`src/elgamal_decrypt_assert.svh`:
```
// Assertion macros for the ElGamal decryption unit.
// Included by the top level; no other dependencies.
`ifndef ELGAMAL_DECRYPT_ASSERT_SVH
`define ELGAMAL_DECRYPT_ASSERT_SVH
`ifndef NO_ASSERTIONS
`define EGD_ASSERT_IMP(label, clk, rst_n, ante, cons, msg) \
    label: assert property (@(posedge clk) disable iff (!rst_n) (ante) |-> (cons)) \
        else $error(msg);
`define EGD_ASSERT_NXT(label, clk, rst_n, ante, cons, msg) \
    label: assert property (@(posedge clk) disable iff (!rst_n) (ante) |=> (cons)) \
        else $error(msg);
`else
`define EGD_ASSERT_IMP(label, clk, rst_n, ante, cons, msg)
`define EGD_ASSERT_NXT(label, clk, rst_n, ante, cons, msg)
`endif
`endif

```
`src/egd_pkg.sv`:
```
// Shared types and constants of the ElGamal decryption unit.
// No dependencies.
package egd_pkg;
    localparam int unsigned WORD_BITS_DEF = 32;
    localparam int unsigned REG_BITS = 32;
    localparam int unsigned IDX_BITS = 1;
    localparam logic [IDX_BITS-1:0] REG_MODULUS = 1'b0;
    localparam logic [IDX_BITS-1:0] REG_EXPONENT = 1'b1;
    localparam logic [REG_BITS-1:0] MODULUS_RESET = 32'd23;
    localparam logic [REG_BITS-1:0] EXPONENT_RESET = 32'd1;

    // Datapath operation codes.
    localparam int unsigned OP_BITS = 3;
    localparam logic [OP_BITS-1:0] OP_LOAD = 3'd0;
    localparam logic [OP_BITS-1:0] OP_REDUCE = 3'd1;
    localparam logic [OP_BITS-1:0] OP_MUL = 3'd2;
    localparam logic [OP_BITS-1:0] OP_SQR = 3'd3;
    localparam logic [OP_BITS-1:0] OP_DIV = 3'd4;
    localparam logic [OP_BITS-1:0] OP_QMUL = 3'd5;
    localparam logic [OP_BITS-1:0] OP_STEP = 3'd6;
    localparam logic [OP_BITS-1:0] OP_MSG = 3'd7;

    typedef struct packed {
        logic                go;
        logic [OP_BITS-1:0]  op;
    } t_cmd;

    typedef struct packed {
        logic done;
        logic mod_zero;
        logic exp_zero;
        logic exp_bit;
        logic r1_zero;
        logic r0_one;
    } t_status;
endpackage

```
`src/egd_ctrl.sv`:
```
// Controller of the ElGamal decryption unit: sequences the datapath.
// Depends on egd_pkg.
module egd_ctrl (
    input  logic               i_clk,
    input  logic               i_rst_n,
    input  logic               i_start,
    input  egd_pkg::t_status   i_status,
    output egd_pkg::t_cmd      o_cmd,
    output logic               o_busy,
    output logic               o_valid,
    output logic               o_fail
);
    import egd_pkg::*;

    localparam logic [3:0] S_IDLE = 4'd0;
    localparam logic [3:0] S_RED  = 4'd1;
    localparam logic [3:0] S_EXP  = 4'd2;
    localparam logic [3:0] S_MUL  = 4'd3;
    localparam logic [3:0] S_SQR  = 4'd4;
    localparam logic [3:0] S_EUC  = 4'd5;
    localparam logic [3:0] S_DIV  = 4'd6;
    localparam logic [3:0] S_QMUL = 4'd7;
    localparam logic [3:0] S_FIN  = 4'd8;
    localparam logic [3:0] S_MSG  = 4'd9;
    localparam logic [3:0] S_OUT  = 4'd10;

    logic [3:0] r_state, n_state;
    logic       r_issued, n_issued;
    logic       r_fail, n_fail;

    always_comb begin
        n_state  = r_state;
        n_issued = r_issued;
        n_fail   = r_fail;
        o_cmd    = '{go: 1'b0, op: OP_LOAD};
        o_valid  = 1'b0;
        unique case (r_state)
            S_IDLE: begin
                if (i_start) begin
                    o_cmd   = '{go: 1'b1, op: OP_LOAD};
                    n_fail  = 1'b0;
                    n_state = S_RED;
                end
            end
            S_RED, S_MUL, S_SQR, S_DIV, S_QMUL, S_MSG: begin
                if (!r_issued) begin
                    n_issued = 1'b1;
                    priority case (r_state)
                        S_RED:  o_cmd = '{go: 1'b1, op: OP_REDUCE};
                        S_MUL:  o_cmd = '{go: 1'b1, op: OP_MUL};
                        S_SQR:  o_cmd = '{go: 1'b1, op: OP_SQR};
                        S_DIV:  o_cmd = '{go: 1'b1, op: OP_DIV};
                        S_QMUL: o_cmd = '{go: 1'b1, op: OP_QMUL};
                        default: o_cmd = '{go: 1'b1, op: OP_MSG};
                    endcase
                    if (r_state == S_RED && i_status.mod_zero) begin
                        n_issued = 1'b0;
                        o_cmd.go = 1'b0;
                        n_fail   = 1'b1;
                        n_state  = S_OUT;
                    end
                end else if (i_status.done) begin
                    n_issued = 1'b0;
                    priority case (r_state)
                        S_RED:  n_state = S_EXP;
                        S_MUL:  n_state = S_SQR;
                        S_SQR:  n_state = S_EXP;
                        S_DIV:  n_state = S_QMUL;
                        S_QMUL: begin
                            o_cmd   = '{go: 1'b1, op: OP_STEP};
                            n_state = S_EUC;
                        end
                        default: n_state = S_OUT;
                    endcase
                end
            end
            S_EXP: begin
                if (i_status.exp_zero) begin
                    o_cmd   = '{go: 1'b1, op: OP_STEP};
                    n_state = S_EUC;
                end else if (i_status.exp_bit) begin
                    n_state = S_MUL;
                end else begin
                    n_state = S_SQR;
                end
            end
            S_EUC: begin
                n_state = i_status.r1_zero ? S_FIN : S_DIV;
            end
            S_FIN: begin
                if (i_status.r0_one) begin
                    n_state = S_MSG;
                end else begin
                    n_fail  = 1'b1;
                    n_state = S_OUT;
                end
            end
            S_OUT: begin
                o_valid = 1'b1;
                n_state = S_IDLE;
            end
            default: n_state = S_IDLE;
        endcase
    end

    always_ff @(posedge i_clk) begin
        if (!i_rst_n) begin
            r_state  <= S_IDLE;
            r_issued <= 1'b0;
            r_fail   <= 1'b0;
        end else begin
            r_state  <= n_state;
            r_issued <= n_issued;
            r_fail   <= n_fail;
        end
    end

    assign o_busy = (r_state != S_IDLE);
    assign o_fail = r_fail;
endmodule

```
`src/egd_datapath.sv`:
```
// Datapath of the ElGamal decryption unit: operand registers, a bit-serial
// modular multiplier and a restoring divider. Depends on egd_pkg.
module egd_datapath #(
    parameter int unsigned WORD_BITS = egd_pkg::WORD_BITS_DEF
) (
    input  logic                       i_clk,
    input  logic                       i_rst_n,
    input  egd_pkg::t_cmd              i_cmd,
    input  logic                       i_fail,
    input  logic [WORD_BITS-1:0]       i_modulus,
    input  logic [WORD_BITS-1:0]       i_exponent,
    input  logic [WORD_BITS-1:0]       i_c1,
    input  logic [WORD_BITS-1:0]       i_c2,
    output egd_pkg::t_status           o_status,
    output logic [WORD_BITS-1:0]       o_message
);
    import egd_pkg::*;

    localparam int unsigned CNT_BITS = $clog2(WORD_BITS + 1);

    logic [WORD_BITS-1:0] r_m, r_e, r_base, r_acc, r_c2;
    logic [WORD_BITS-1:0] r_r0, r_r1, r_t0, r_t1, r_q;
    // Shared unit: r_ua multiplicand or divisor, r_ub multiplier or dividend bits,
    // r_ur product or partial remainder.
    logic [WORD_BITS-1:0] r_ua, r_ub, r_ur;
    logic [CNT_BITS-1:0]  r_cnt;
    logic                 r_run, r_done;
    logic [OP_BITS-1:0]   r_op;

    logic [WORD_BITS-1:0] w_add_aa, w_add_ra, w_sh;
    logic [WORD_BITS:0]   w_rem2, w_sum;
    logic [WORD_BITS-1:0] w_prod, w_tsub;

    function automatic logic [WORD_BITS-1:0] add_mod(
        input logic [WORD_BITS-1:0] a, input logic [WORD_BITS-1:0] b,
        input logic [WORD_BITS-1:0] m);
        logic [WORD_BITS:0] s;
        s = {1'b0, a} + {1'b0, b};
        if (s >= {1'b0, m}) begin
            s = s - {1'b0, m};
        end
        return s[WORD_BITS-1:0];
    endfunction

    assign w_add_aa = add_mod(r_ua, r_ua, r_m);
    assign w_add_ra = add_mod(r_ur, r_ua, r_m);
    assign w_rem2 = {r_ur, r_ub[WORD_BITS-1]};
    assign w_sum = w_rem2 - {1'b0, r_ua};
    assign w_sh = {r_ub[WORD_BITS-2:0], ~w_sum[WORD_BITS]};
    assign w_prod = r_ur;
    assign w_tsub = (r_t0 >= w_prod) ? (r_t0 - w_prod) : (r_t0 + (r_m - w_prod));

    always_ff @(posedge i_clk) begin
        if (!i_rst_n) begin
            r_run  <= 1'b0;
            r_done <= 1'b0;
            r_cnt  <= '0;
            r_op   <= OP_LOAD;
        end else begin
            r_done <= 1'b0;
            if (i_cmd.go) begin
                r_op <= i_cmd.op;
                unique case (i_cmd.op)
                    OP_LOAD: begin
                        r_m    <= i_modulus;
                        r_e    <= i_exponent;
                        r_base <= i_c1;
                        r_c2   <= i_c2;
                    end
                    OP_REDUCE, OP_DIV: begin
                        // Long division of r_ub by r_ua: quotient in r_ub, rest in r_ur.
                        r_ua  <= (i_cmd.op == OP_REDUCE) ? r_m : r_r1;
                        r_ub  <= (i_cmd.op == OP_REDUCE) ? r_base : r_r0;
                        r_ur  <= '0;
                        r_cnt <= CNT_BITS'(WORD_BITS);
                        r_run <= 1'b1;
                    end
                    OP_MUL, OP_SQR, OP_QMUL, OP_MSG: begin
                        r_ur  <= '0;
                        r_cnt <= CNT_BITS'(WORD_BITS);
                        r_run <= 1'b1;
                        priority case (i_cmd.op)
                            OP_MUL: begin
                                r_ua <= r_base;
                                r_ub <= r_acc;
                            end
                            OP_SQR: begin
                                r_ua <= r_base;
                                r_ub <= r_base;
                            end
                            OP_QMUL: begin
                                r_ua <= r_t1;
                                r_ub <= r_q;
                            end
                            default: begin
                                r_ua <= r_t0;
                                r_ub <= r_c2;
                            end
                        endcase
                    end
                    OP_STEP: begin
                        if (r_op == OP_QMUL) begin
                            r_t0 <= r_t1;
                            r_t1 <= w_tsub;
                        end else begin
                            r_r0 <= r_m;
                            r_r1 <= r_acc;
                            r_t0 <= '0;
                            r_t1 <= (r_m == WORD_BITS'(1)) ? '0 : WORD_BITS'(1);
                        end
                    end
                    default: ;
                endcase
            end else if (r_run) begin
                r_cnt <= r_cnt - CNT_BITS'(1);
                if (r_op == OP_REDUCE || r_op == OP_DIV) begin
                    r_ur <= w_sum[WORD_BITS] ? w_rem2[WORD_BITS-1:0]
                                             : w_sum[WORD_BITS-1:0];
                    r_ub <= w_sh;
                end else begin
                    if (r_ub[0]) begin
                        r_ur <= w_add_ra;
                    end
                    r_ua <= w_add_aa;
                    r_ub <= r_ub >> 1;
                end
                if (r_cnt == CNT_BITS'(1)) begin
                    r_run  <= 1'b0;
                    r_done <= 1'b1;
                end
            end else if (r_done) begin
                unique case (r_op)
                    OP_REDUCE: begin
                        r_base <= r_ur;
                        r_acc  <= (r_m == WORD_BITS'(1)) ? '0 : WORD_BITS'(1);
                    end
                    OP_MUL: r_acc <= r_ur;
                    OP_SQR: begin
                        r_base <= r_ur;
                        r_e    <= r_e >> 1;
                    end
                    OP_DIV: begin
                        r_r0 <= r_r1;
                        r_r1 <= r_ur;
                        // q mod m for the coefficient update.
                        r_q  <= (r_ub >= r_m) ? (r_ub - r_m) : r_ub;
                    end
                    default: ;
                endcase
            end
        end
    end

    assign o_status = '{
        done:     r_done,
        mod_zero: (r_m == '0),
        exp_zero: (r_e == '0),
        exp_bit:  r_e[0],
        r1_zero:  (r_r1 == '0),
        r0_one:   (r_r0 == WORD_BITS'(1))
    };
    assign o_message = i_fail ? '0 : r_ur;
endmodule

```
`src/elgamal_decrypt.sv`:
```
// ElGamal decryption unit, top level: configuration registers, controller
// and datapath. Depends on egd_pkg, egd_ctrl, egd_datapath, elgamal_decrypt_assert.svh.
//
// One item (c1, c2) is accepted when i_start is high and o_busy low; o_busy
// then stays high until the result strobe o_valid, which lasts one cycle and
// cannot be stalled. All multiplies and divisions run one bit a cycle on
// one shared modular multiply and divide unit, and each exponent bit and each
// Euclid step also passes through a decision state. The run time of an item
// grows with the bit length of the exponent, its set bits and the Euclid
// steps; a missing inverse skips the final message multiply and a zero
// modulus fails the item before any multiply or division runs.
`include "elgamal_decrypt_assert.svh"
module elgamal_decrypt #(
    parameter int unsigned WORD_BITS = egd_pkg::WORD_BITS_DEF
) (
    input  logic                            i_clk,
    input  logic                            i_rst_n,
    input  logic                            i_cfg_we,
    input  logic [egd_pkg::IDX_BITS-1:0]    i_cfg_index,
    input  logic [egd_pkg::REG_BITS-1:0]    i_cfg_data,
    input  logic                            i_start,
    output logic                            o_busy,
    input  logic [31:0]                     i_first_part,
    input  logic [31:0]                     i_second_part,
    output logic                            o_valid,
    output logic [31:0]                     o_message,
    output logic                            o_failed
);
    import egd_pkg::*;

    logic [REG_BITS-1:0]  r_modulus, r_exponent;
    t_cmd                 w_cmd;
    t_status              w_status;
    logic                 w_fail;
    logic [WORD_BITS-1:0] w_msg;

    always_ff @(posedge i_clk) begin
        if (!i_rst_n) begin
            r_modulus  <= MODULUS_RESET;
            r_exponent <= EXPONENT_RESET;
        end else if (i_cfg_we) begin
            unique case (i_cfg_index)
                REG_MODULUS:  r_modulus  <= i_cfg_data;
                REG_EXPONENT: r_exponent <= i_cfg_data;
                default: ;
            endcase
        end
    end

    egd_ctrl u_ctrl (
        .i_clk    (i_clk),
        .i_rst_n  (i_rst_n),
        .i_start  (i_start),
        .i_status (w_status),
        .o_cmd    (w_cmd),
        .o_busy   (o_busy),
        .o_valid  (o_valid),
        .o_fail   (w_fail)
    );

    egd_datapath #(.WORD_BITS(WORD_BITS)) u_dp (
        .i_clk      (i_clk),
        .i_rst_n    (i_rst_n),
        .i_cmd      (w_cmd),
        .i_fail     (w_fail),
        .i_modulus  (WORD_BITS'(r_modulus)),
        .i_exponent (WORD_BITS'(r_exponent)),
        .i_c1       (WORD_BITS'(i_first_part)),
        .i_c2       (WORD_BITS'(i_second_part)),
        .o_status   (w_status),
        .o_message  (w_msg)
    );

    assign o_message = 32'(w_msg);
    assign o_failed  = w_fail;

    `EGD_ASSERT_NXT(a_start_busy, i_clk, i_rst_n, i_start && !o_busy, o_busy, "start not taken")
    `EGD_ASSERT_IMP(a_fail_zero, i_clk, i_rst_n, o_valid && o_failed, o_message == '0, "failed with message")
    `EGD_ASSERT_NXT(a_valid_idle, i_clk, i_rst_n, o_valid, !o_busy, "busy after result")
endmodule
```
`config.mk`:
```
export PLATFORM = sky130hd
export DESIGN_NAME = elgamal_decrypt
export DESIGN_NICKNAME = d
export VERILOG_FILES = /design/src/egd_pkg.sv /design/src/egd_ctrl.sv /design/src/egd_datapath.sv /design/src/elgamal_decrypt.sv
export VERILOG_INCLUDE_DIRS = /design/src /design/src/src
export SDC_FILE = /design/constraint.sdc
export NUM_CORES = 2
export LEC_CHECK = 0
export BUFFER_PORTS_ARGS = -buffer_cell sky130_fd_sc_hd__buf_2
export CAP_MARGIN = 20
export CORE_MARGIN = 5
export CORE_UTILIZATION = 45
export CTS_CLUSTER_SIZE = 12
export DETAILED_ROUTE_END_ITERATION = 7
export PLACE_DENSITY_LB_ADDON = 0.3
export SLEW_MARGIN = 20
export SYNTH_ARGS = -nofsm -noshare
export SYNTH_HDL_FRONTEND = slang
export SYNTH_SLANG_ARGS = --single-unit
```
`constraint.sdc`:
```
create_clock -name i_clk -period 9.5 [get_ports i_clk]
set_input_delay 0.95 -clock i_clk [delete_from_list [all_inputs] [get_ports i_clk]]
set_output_delay 0.95 -clock i_clk [all_outputs]
set_load 0.05 [all_outputs]
```
# --- Word level (Yosys, flattened, before mapping) ---
# Cells that the tools add are included.
totals:
  register_bits: 497
  in_bits: 101
  out_inout_bits: 35
  word_cells: 201
classes:
  addsub: 10
  n_lt_le_gt_ge: 4
  eq_ne: 38
  muxes: 83
  n_bitwise: 5
  reduce_logical: 39
ops:
  columns: ["op", "n"]
  rows:
  - ["$mux W32", 42]
  - ["$pmux W32 S2", 4]
  - ["$sub A32 B32 Y32", 5]
  - ["$logic_not A32 Y1", 3]
  - ["$pmux W32 S3", 1]
  - ["$add A32 B32 Y33", 2]
  - ["$ge A33 B32 Y1", 2]
  - ["$eq A32 B1 Y1 const B", 2]
  - ["$ge A32 B32 Y1", 2]
  - ["$mux W4", 11]
  - ["$sub A33 B32 Y33", 1]
  - ["$add A32 B32 Y32", 1]
  - ["$reduce_and A5 Y1", 5]
  - ["$pmux W4 S5", 1]
  - ["$eq A3 B3 Y1 const B", 6]
  - ["$mux W6", 3]
  - ["$eq A4 B3 Y1 const B", 4]
  - ["$pmux W4 S4", 1]
  - ["$mux W1", 15]
  - ["$pmux W3 S5", 1]
  - ["$ne A2 B2 Y1 const B", 7]
  - ["$eq A3 B2 Y1 const B", 4]
  - ["$eq A4 B4 Y1 const B", 3]
  - ["$pmux W4 S3", 1]
  - ["27 further kinds", 52]

# --- Depth between registers and ports, before layout ---
depth:
  ltp_word: 10
  depth_mapped: 24
  mapped_depth_nobuf: 22

# --- Hierarchy ---
# From an unflattened synthesis, not the netlist that was laid out.
unflattened:
  hier_cells: 3993
  hier_area_um2: 36931.7
by_module_without_submodules:
  columns: ["mod", "instances", "cells_per_inst", "area_per_inst_um2", "seq_area_each_um2"]
  rows:
  - ["egd_datapath", 1, 3649, 33764.9, 12712.2]
  - ["elgamal_decrypt", 1, 251, 2502.4, 1281.2]
  - ["egd_ctrl", 1, 93, 664.4, 120.1]

# --- Worst setup path before layout ---
# No wires, ideal clock.
synth_timing:
  path_kind: "register to register"
  start: "reg u_dp.r_e[8]"
  end: "reg u_dp.r_r0[0] (enable)"
  setup_ns: 0.581
  arrival_ns: 6.804
  t_required_ns: 8.919
  slack_ns: 2.115
  stages_incl_launch_ff: 10
  n_path_buf: 2
  synth_period_minus_slack_ns: 7.385
  path_cell_list: "edfxtp_1 -> nor4_1 -> nand3_1 -> nor3_1 -> nor2_1 -> o21ai_0 -> buf_2 -> buf_2 -> o21ai_0 -> a211oi_1"
synth_via:
  elab_chain_len: 6
  elab_cells_between_ends: 10
  classes_between: "4 x eq/ne; 2 x mux; 4 x reduce/logical"
synth_rtl:
  columns: ["item", "line_no", "text"]
  rows:
  - ["start: declaration", "egd_datapath.sv:21", "logic [WORD_BITS-1:0] r_m, r_e, r_base, r_acc, r_c2;"]
  - ["start signal: assignment", "egd_datapath.sv:66", "r_e <= i_exponent;"]
  - ["start signal: assignment", "egd_datapath.sv:140", "r_e <= r_e >> 1;"]
  - ["$logic_not A32 Y1 (*)", "egd_datapath.sv:157", "exp_zero: (r_e == '0),"]
  - ["$mux W4 (*)", "egd_ctrl.sv:78", "if (i_status.exp_zero) begin"]
  - ["$pmux W4 S3 (*)", "egd_ctrl.sv:37", "unique case (r_state)"]
  - ["$eq A3 B3 Y1", "egd_datapath.sv:63", "unique case (i_cmd.op)"]
  - ["$ne A2 B1 Y1 (no source line)", null, null]
  - ["$reduce_and A6 Y1 (no source line) (*)", null, null]
  - ["end signal: assignment", "egd_datapath.sv:106", "r_r0 <= r_m;"]
  - ["end signal: assignment", "egd_datapath.sv:143", "r_r0 <= r_r1;"]
  - ["end: declaration", "egd_datapath.sv:22", "logic [WORD_BITS-1:0] r_r0, r_r1, r_t0, r_t1, r_q;"]
# Every way passes the cells marked *; elsewhere a longest branch is shown, timed or not.
# A chain may end at the register's enable or synchronous reset.

# --- Worst setup path in the final report ---
layout_timing:
  start: "reg u_dp.r_ur[0]"
  end: "reg u_dp.r_ur[3], data pin"
layout_via:
  elab_chain_len: 7
  elab_cells_between_ends: 10
  classes_between: "3 x add/sub; 1 x order compare; 6 x mux"
layout_rtl:
  columns: ["item", "line_no", "text"]
  rows:
  - ["start: declaration", "egd_datapath.sv:25", "logic [WORD_BITS-1:0] r_ua, r_ub, r_ur;"]
  - ["start signal: assignment", "egd_datapath.sv:117", "r_ur <= w_sum[WORD_BITS] ? w_rem2[WORD_BITS-1:0]"]
  - ["start signal: assignment", "egd_datapath.sv:122", "r_ur <= w_add_ra;"]
  - ["$add A32 B32 Y33", "egd_datapath.sv:38", "s = {1'b0, a} + {1'b0, b};"]
  - ["$sub A32 B32 Y32 or $ge A33 B32 Y1 (tied branches)", "egd_datapath.sv:40, egd_datapath.sv:39", null]
  - ["$mux W32", "egd_datapath.sv:39", "if (s >= {1'b0, m}) begin"]
  - ["$mux W32", "egd_datapath.sv:121", "if (r_ub[0]) begin"]
  - ["$mux W32 (*)", "egd_datapath.sv:116", "if (r_op == OP_REDUCE || r_op == OP_DIV) begin"]
  - ["$mux W32 (*)", "egd_datapath.sv:114", "end else if (r_run) begin"]
  - ["$mux W32 (*)", "egd_datapath.sv:61", "if (i_cmd.go) begin"]
# Every way passes the cells marked *; elsewhere a longest branch is shown, timed or not. The select of a mux whose other input is x is not followed.

==> metrics.csv <==
metric,value,unit
final_hold_viol_count,0,
r2r_cells,23,
cts_buffer_depth,3,
cap_violations,0,
synth_top_area_cell,edfxtp_1,
grt_pass1_wl,187000,um
fin_crit,6.74,ns
drt_drc_violations_left,0,
cp_data_arrival_time,7.10,ns
worstHoldPathType,reg -> reg,
hp-start,r_modulus[13],
yosysWarnings,0,
cts_root_buffer,clkbuf_16,
synth_area_leaders,"edfxtp_1 36%, ha_1 8.1%, nand2_1 6.9%",
core_area,77300,um^2
clock.fmax,0.148,GHz
relSlewSlack,24.5,%
grt_use_total,29.5,%
synthCells,4015,
io_pins,136,
hold-path-endpoint,u_dp.r_m[13],
ys_seq_area_share,40.2,%
drt_wl_total,128000,um
synth-seq-cells,497,
syn-cell-area,35100,um^2
rsz0062_at_grt,no,
clock_skew,0.0294,ns
clk_pin_slew,0.07,ns
rrSetupSlack,2.76,ns
worstReg2RegStart,u_dp.r_ur[0],
grt_overflow_total,0,
yosys.cell_types.count,81,
synthFlopType,edfxtp_1,
critical_path_required,9.86,ns
syn_area_per_cell,8.74,um^2
htreeDepth,2,
drtPass1Iterations,6,
async_flop_share,0,%
die_y,289,um
drtAntennaViolNets,0,
synth_edf_count,416,
drv_slew,0,
dpl.hpwl,96700,um
grt_max_degree,90,
min_path_cells,0,
cts_tree,built,
start_util,45.4,%
avgRoutedWirePerCell,24.9,um
antenna_found_initial,6,
drive_above_1_share,8.09,%
vias,31800,
postCtsHoldBufs,0,
synth_top_area_share,35.6,%
clock_sinks,497,
via_per_inst,6.16,
place_congestion,0.959,
cts_setup_buffers,0,
cts_buffers,60,
start_kind,flip-flop,
syn2layout_area_growth,10.7,%
status,finished clean,
cp_max_fo,46,
dieArea,83700,um^2
ctsResizeCount,0,
tightest_slew,1.13,ns
end_kind,flip-flop,
finalNetCount,4431,
setup_viol,0,
worst-setup-path-type,reg -> reg,
worst_r2r_endpoint,u_dp.r_ur[3],
drt_iter0_markers,3355,
first_global_vias,29400,
row_count,102,
clock_latency,0.65,ns
yosysMostFrequentCell,nand2_1,
die_x,289,um
finalSetupTns,0,ns
syn-num-nets,4379,
fin_crit_sh,71.0,%
portBuffers,135,
synth_commonest_cells,"645 x nand2_1, 446 x a21oi_1, 416 x edfxtp_1",
-- final cells by class --
cell class | instances | area [um^2]
antenna | 2 | 5.00
clock buffer | 80 | 1640
clock inverter | 33 | 400
fill | 7450 | 38500
inverter | 240 | 901
multi-input combinational | 3089 | 19500
sequential | 497 | 14100
tap | 1040 | 1300
timing repair buffer | 179 | 1020
-- per-layer routing --
metal | vias up | track usage [%] | part of all wire [%]
met4 | 0 | 13.9 | 5.8
met5 | - | 0 | 0
met1 | 15300 | 39.4 | 41
met3 | 331 | 5.07 | 8.5
li1 | 14700 | - | -
met2 | 1480 | 46.8 | 45
-- worst max-delay path: stages, from the launching register on --
cell and delay [ns]:
edfxtp_1 0.52, ha_1 0.31, fa_1 0.48, a211o_1 0.33, a2111oi_2 0.42, o31ai_1 0.22, a21oi_1 0.43, nand2_1 0.15
a21o_1 0.21, a21oi_1 0.17, xnor2_1 0.19, ha_1 0.34, a21oi_1 0.14, o21ai_0 0.14, a211oi_1 0.28, nor2_1 0.12
o31a_1 0.25, o31ai_1 0.23, nand2b_1 0.17, a21oi_4 0.39, buf_4 0.50, nor2_1 0.11, a211oi_1 0.24, nor3_1 0.08
-- metrics by stage --
step                hold WS (ns)  instance area, um^2  std cells  utilization, %  worst slack (ns)
finish                     0.426                38800       5160            50.2              2.76
CTS                        0.428                38800       5158            50.2              2.90
global route               0.446                38800       5158            50.2              2.35
detailed placement         0.413                36800       5045            47.6              2.93
floorplan                  0.408                35100       4015               -              2.11
global placement           0.413                36800       5044            47.6              3.07
-- how the worst max path moves through the flow --
| stage | end | from | slack [ns] |
|---|---|---|---|
| 3_5_place_dp | u_dp.r_ur[3] | u_dp.r_ur[0] | 2.93 |
| 6_report | u_dp.r_ur[3] | u_dp.r_ur[0] | 2.76 |
| 3_3_place_gp | u_dp.r_ur[3] | u_dp.r_ur[0] | 3.07 |
| 2_1_floorplan | u_dp.r_r0[0] | u_dp.r_e[8] | 2.11 |
| 5_1_grt | u_dp.r_ur[3] | u_dp.r_ur[0] | 2.35 |
| 4_1_cts | u_dp.r_ur[3] | u_dp.r_ur[0] | 2.90 |
-- cells by family (layout without fill, tap and decap cells) --
kind of cell,Yosys count,after routing,synth area share [%]
xor gates and xnor gates,175,175,4.37
DFF,497,497,40.2
AOI/OAI and AO/OA,1178,1178,20.6
muxes,67,67,1.93
adders and majority gates,263,263,10.2
and+or+nand+nor,1406,1406,18.0
buffers and inverters,429,532,4.73
other,0,2,0
-- placed cells by master, fill, tap and decap left out, types with 56 or more instances in the layout --
master	count
a21o_1	93
a21oi_1	445
a31oi_1	56
and3_1	58
buf_2	135
clkbuf_16	61
dfxtp_1	80
edfxtp_1	416
ha_1	226
inv_1	239
mux2i_1	63
nand2_1	643
nand3_1	57
nor2_1	306
nor3_1	59
o21ai_0	208
o22ai_1	74
xnor2_1	94
xor2_1	81
Power is left out: the tool's default activity adds up to more than one toggle a clock period on the data nets, which glitch-free logic cannot reach.
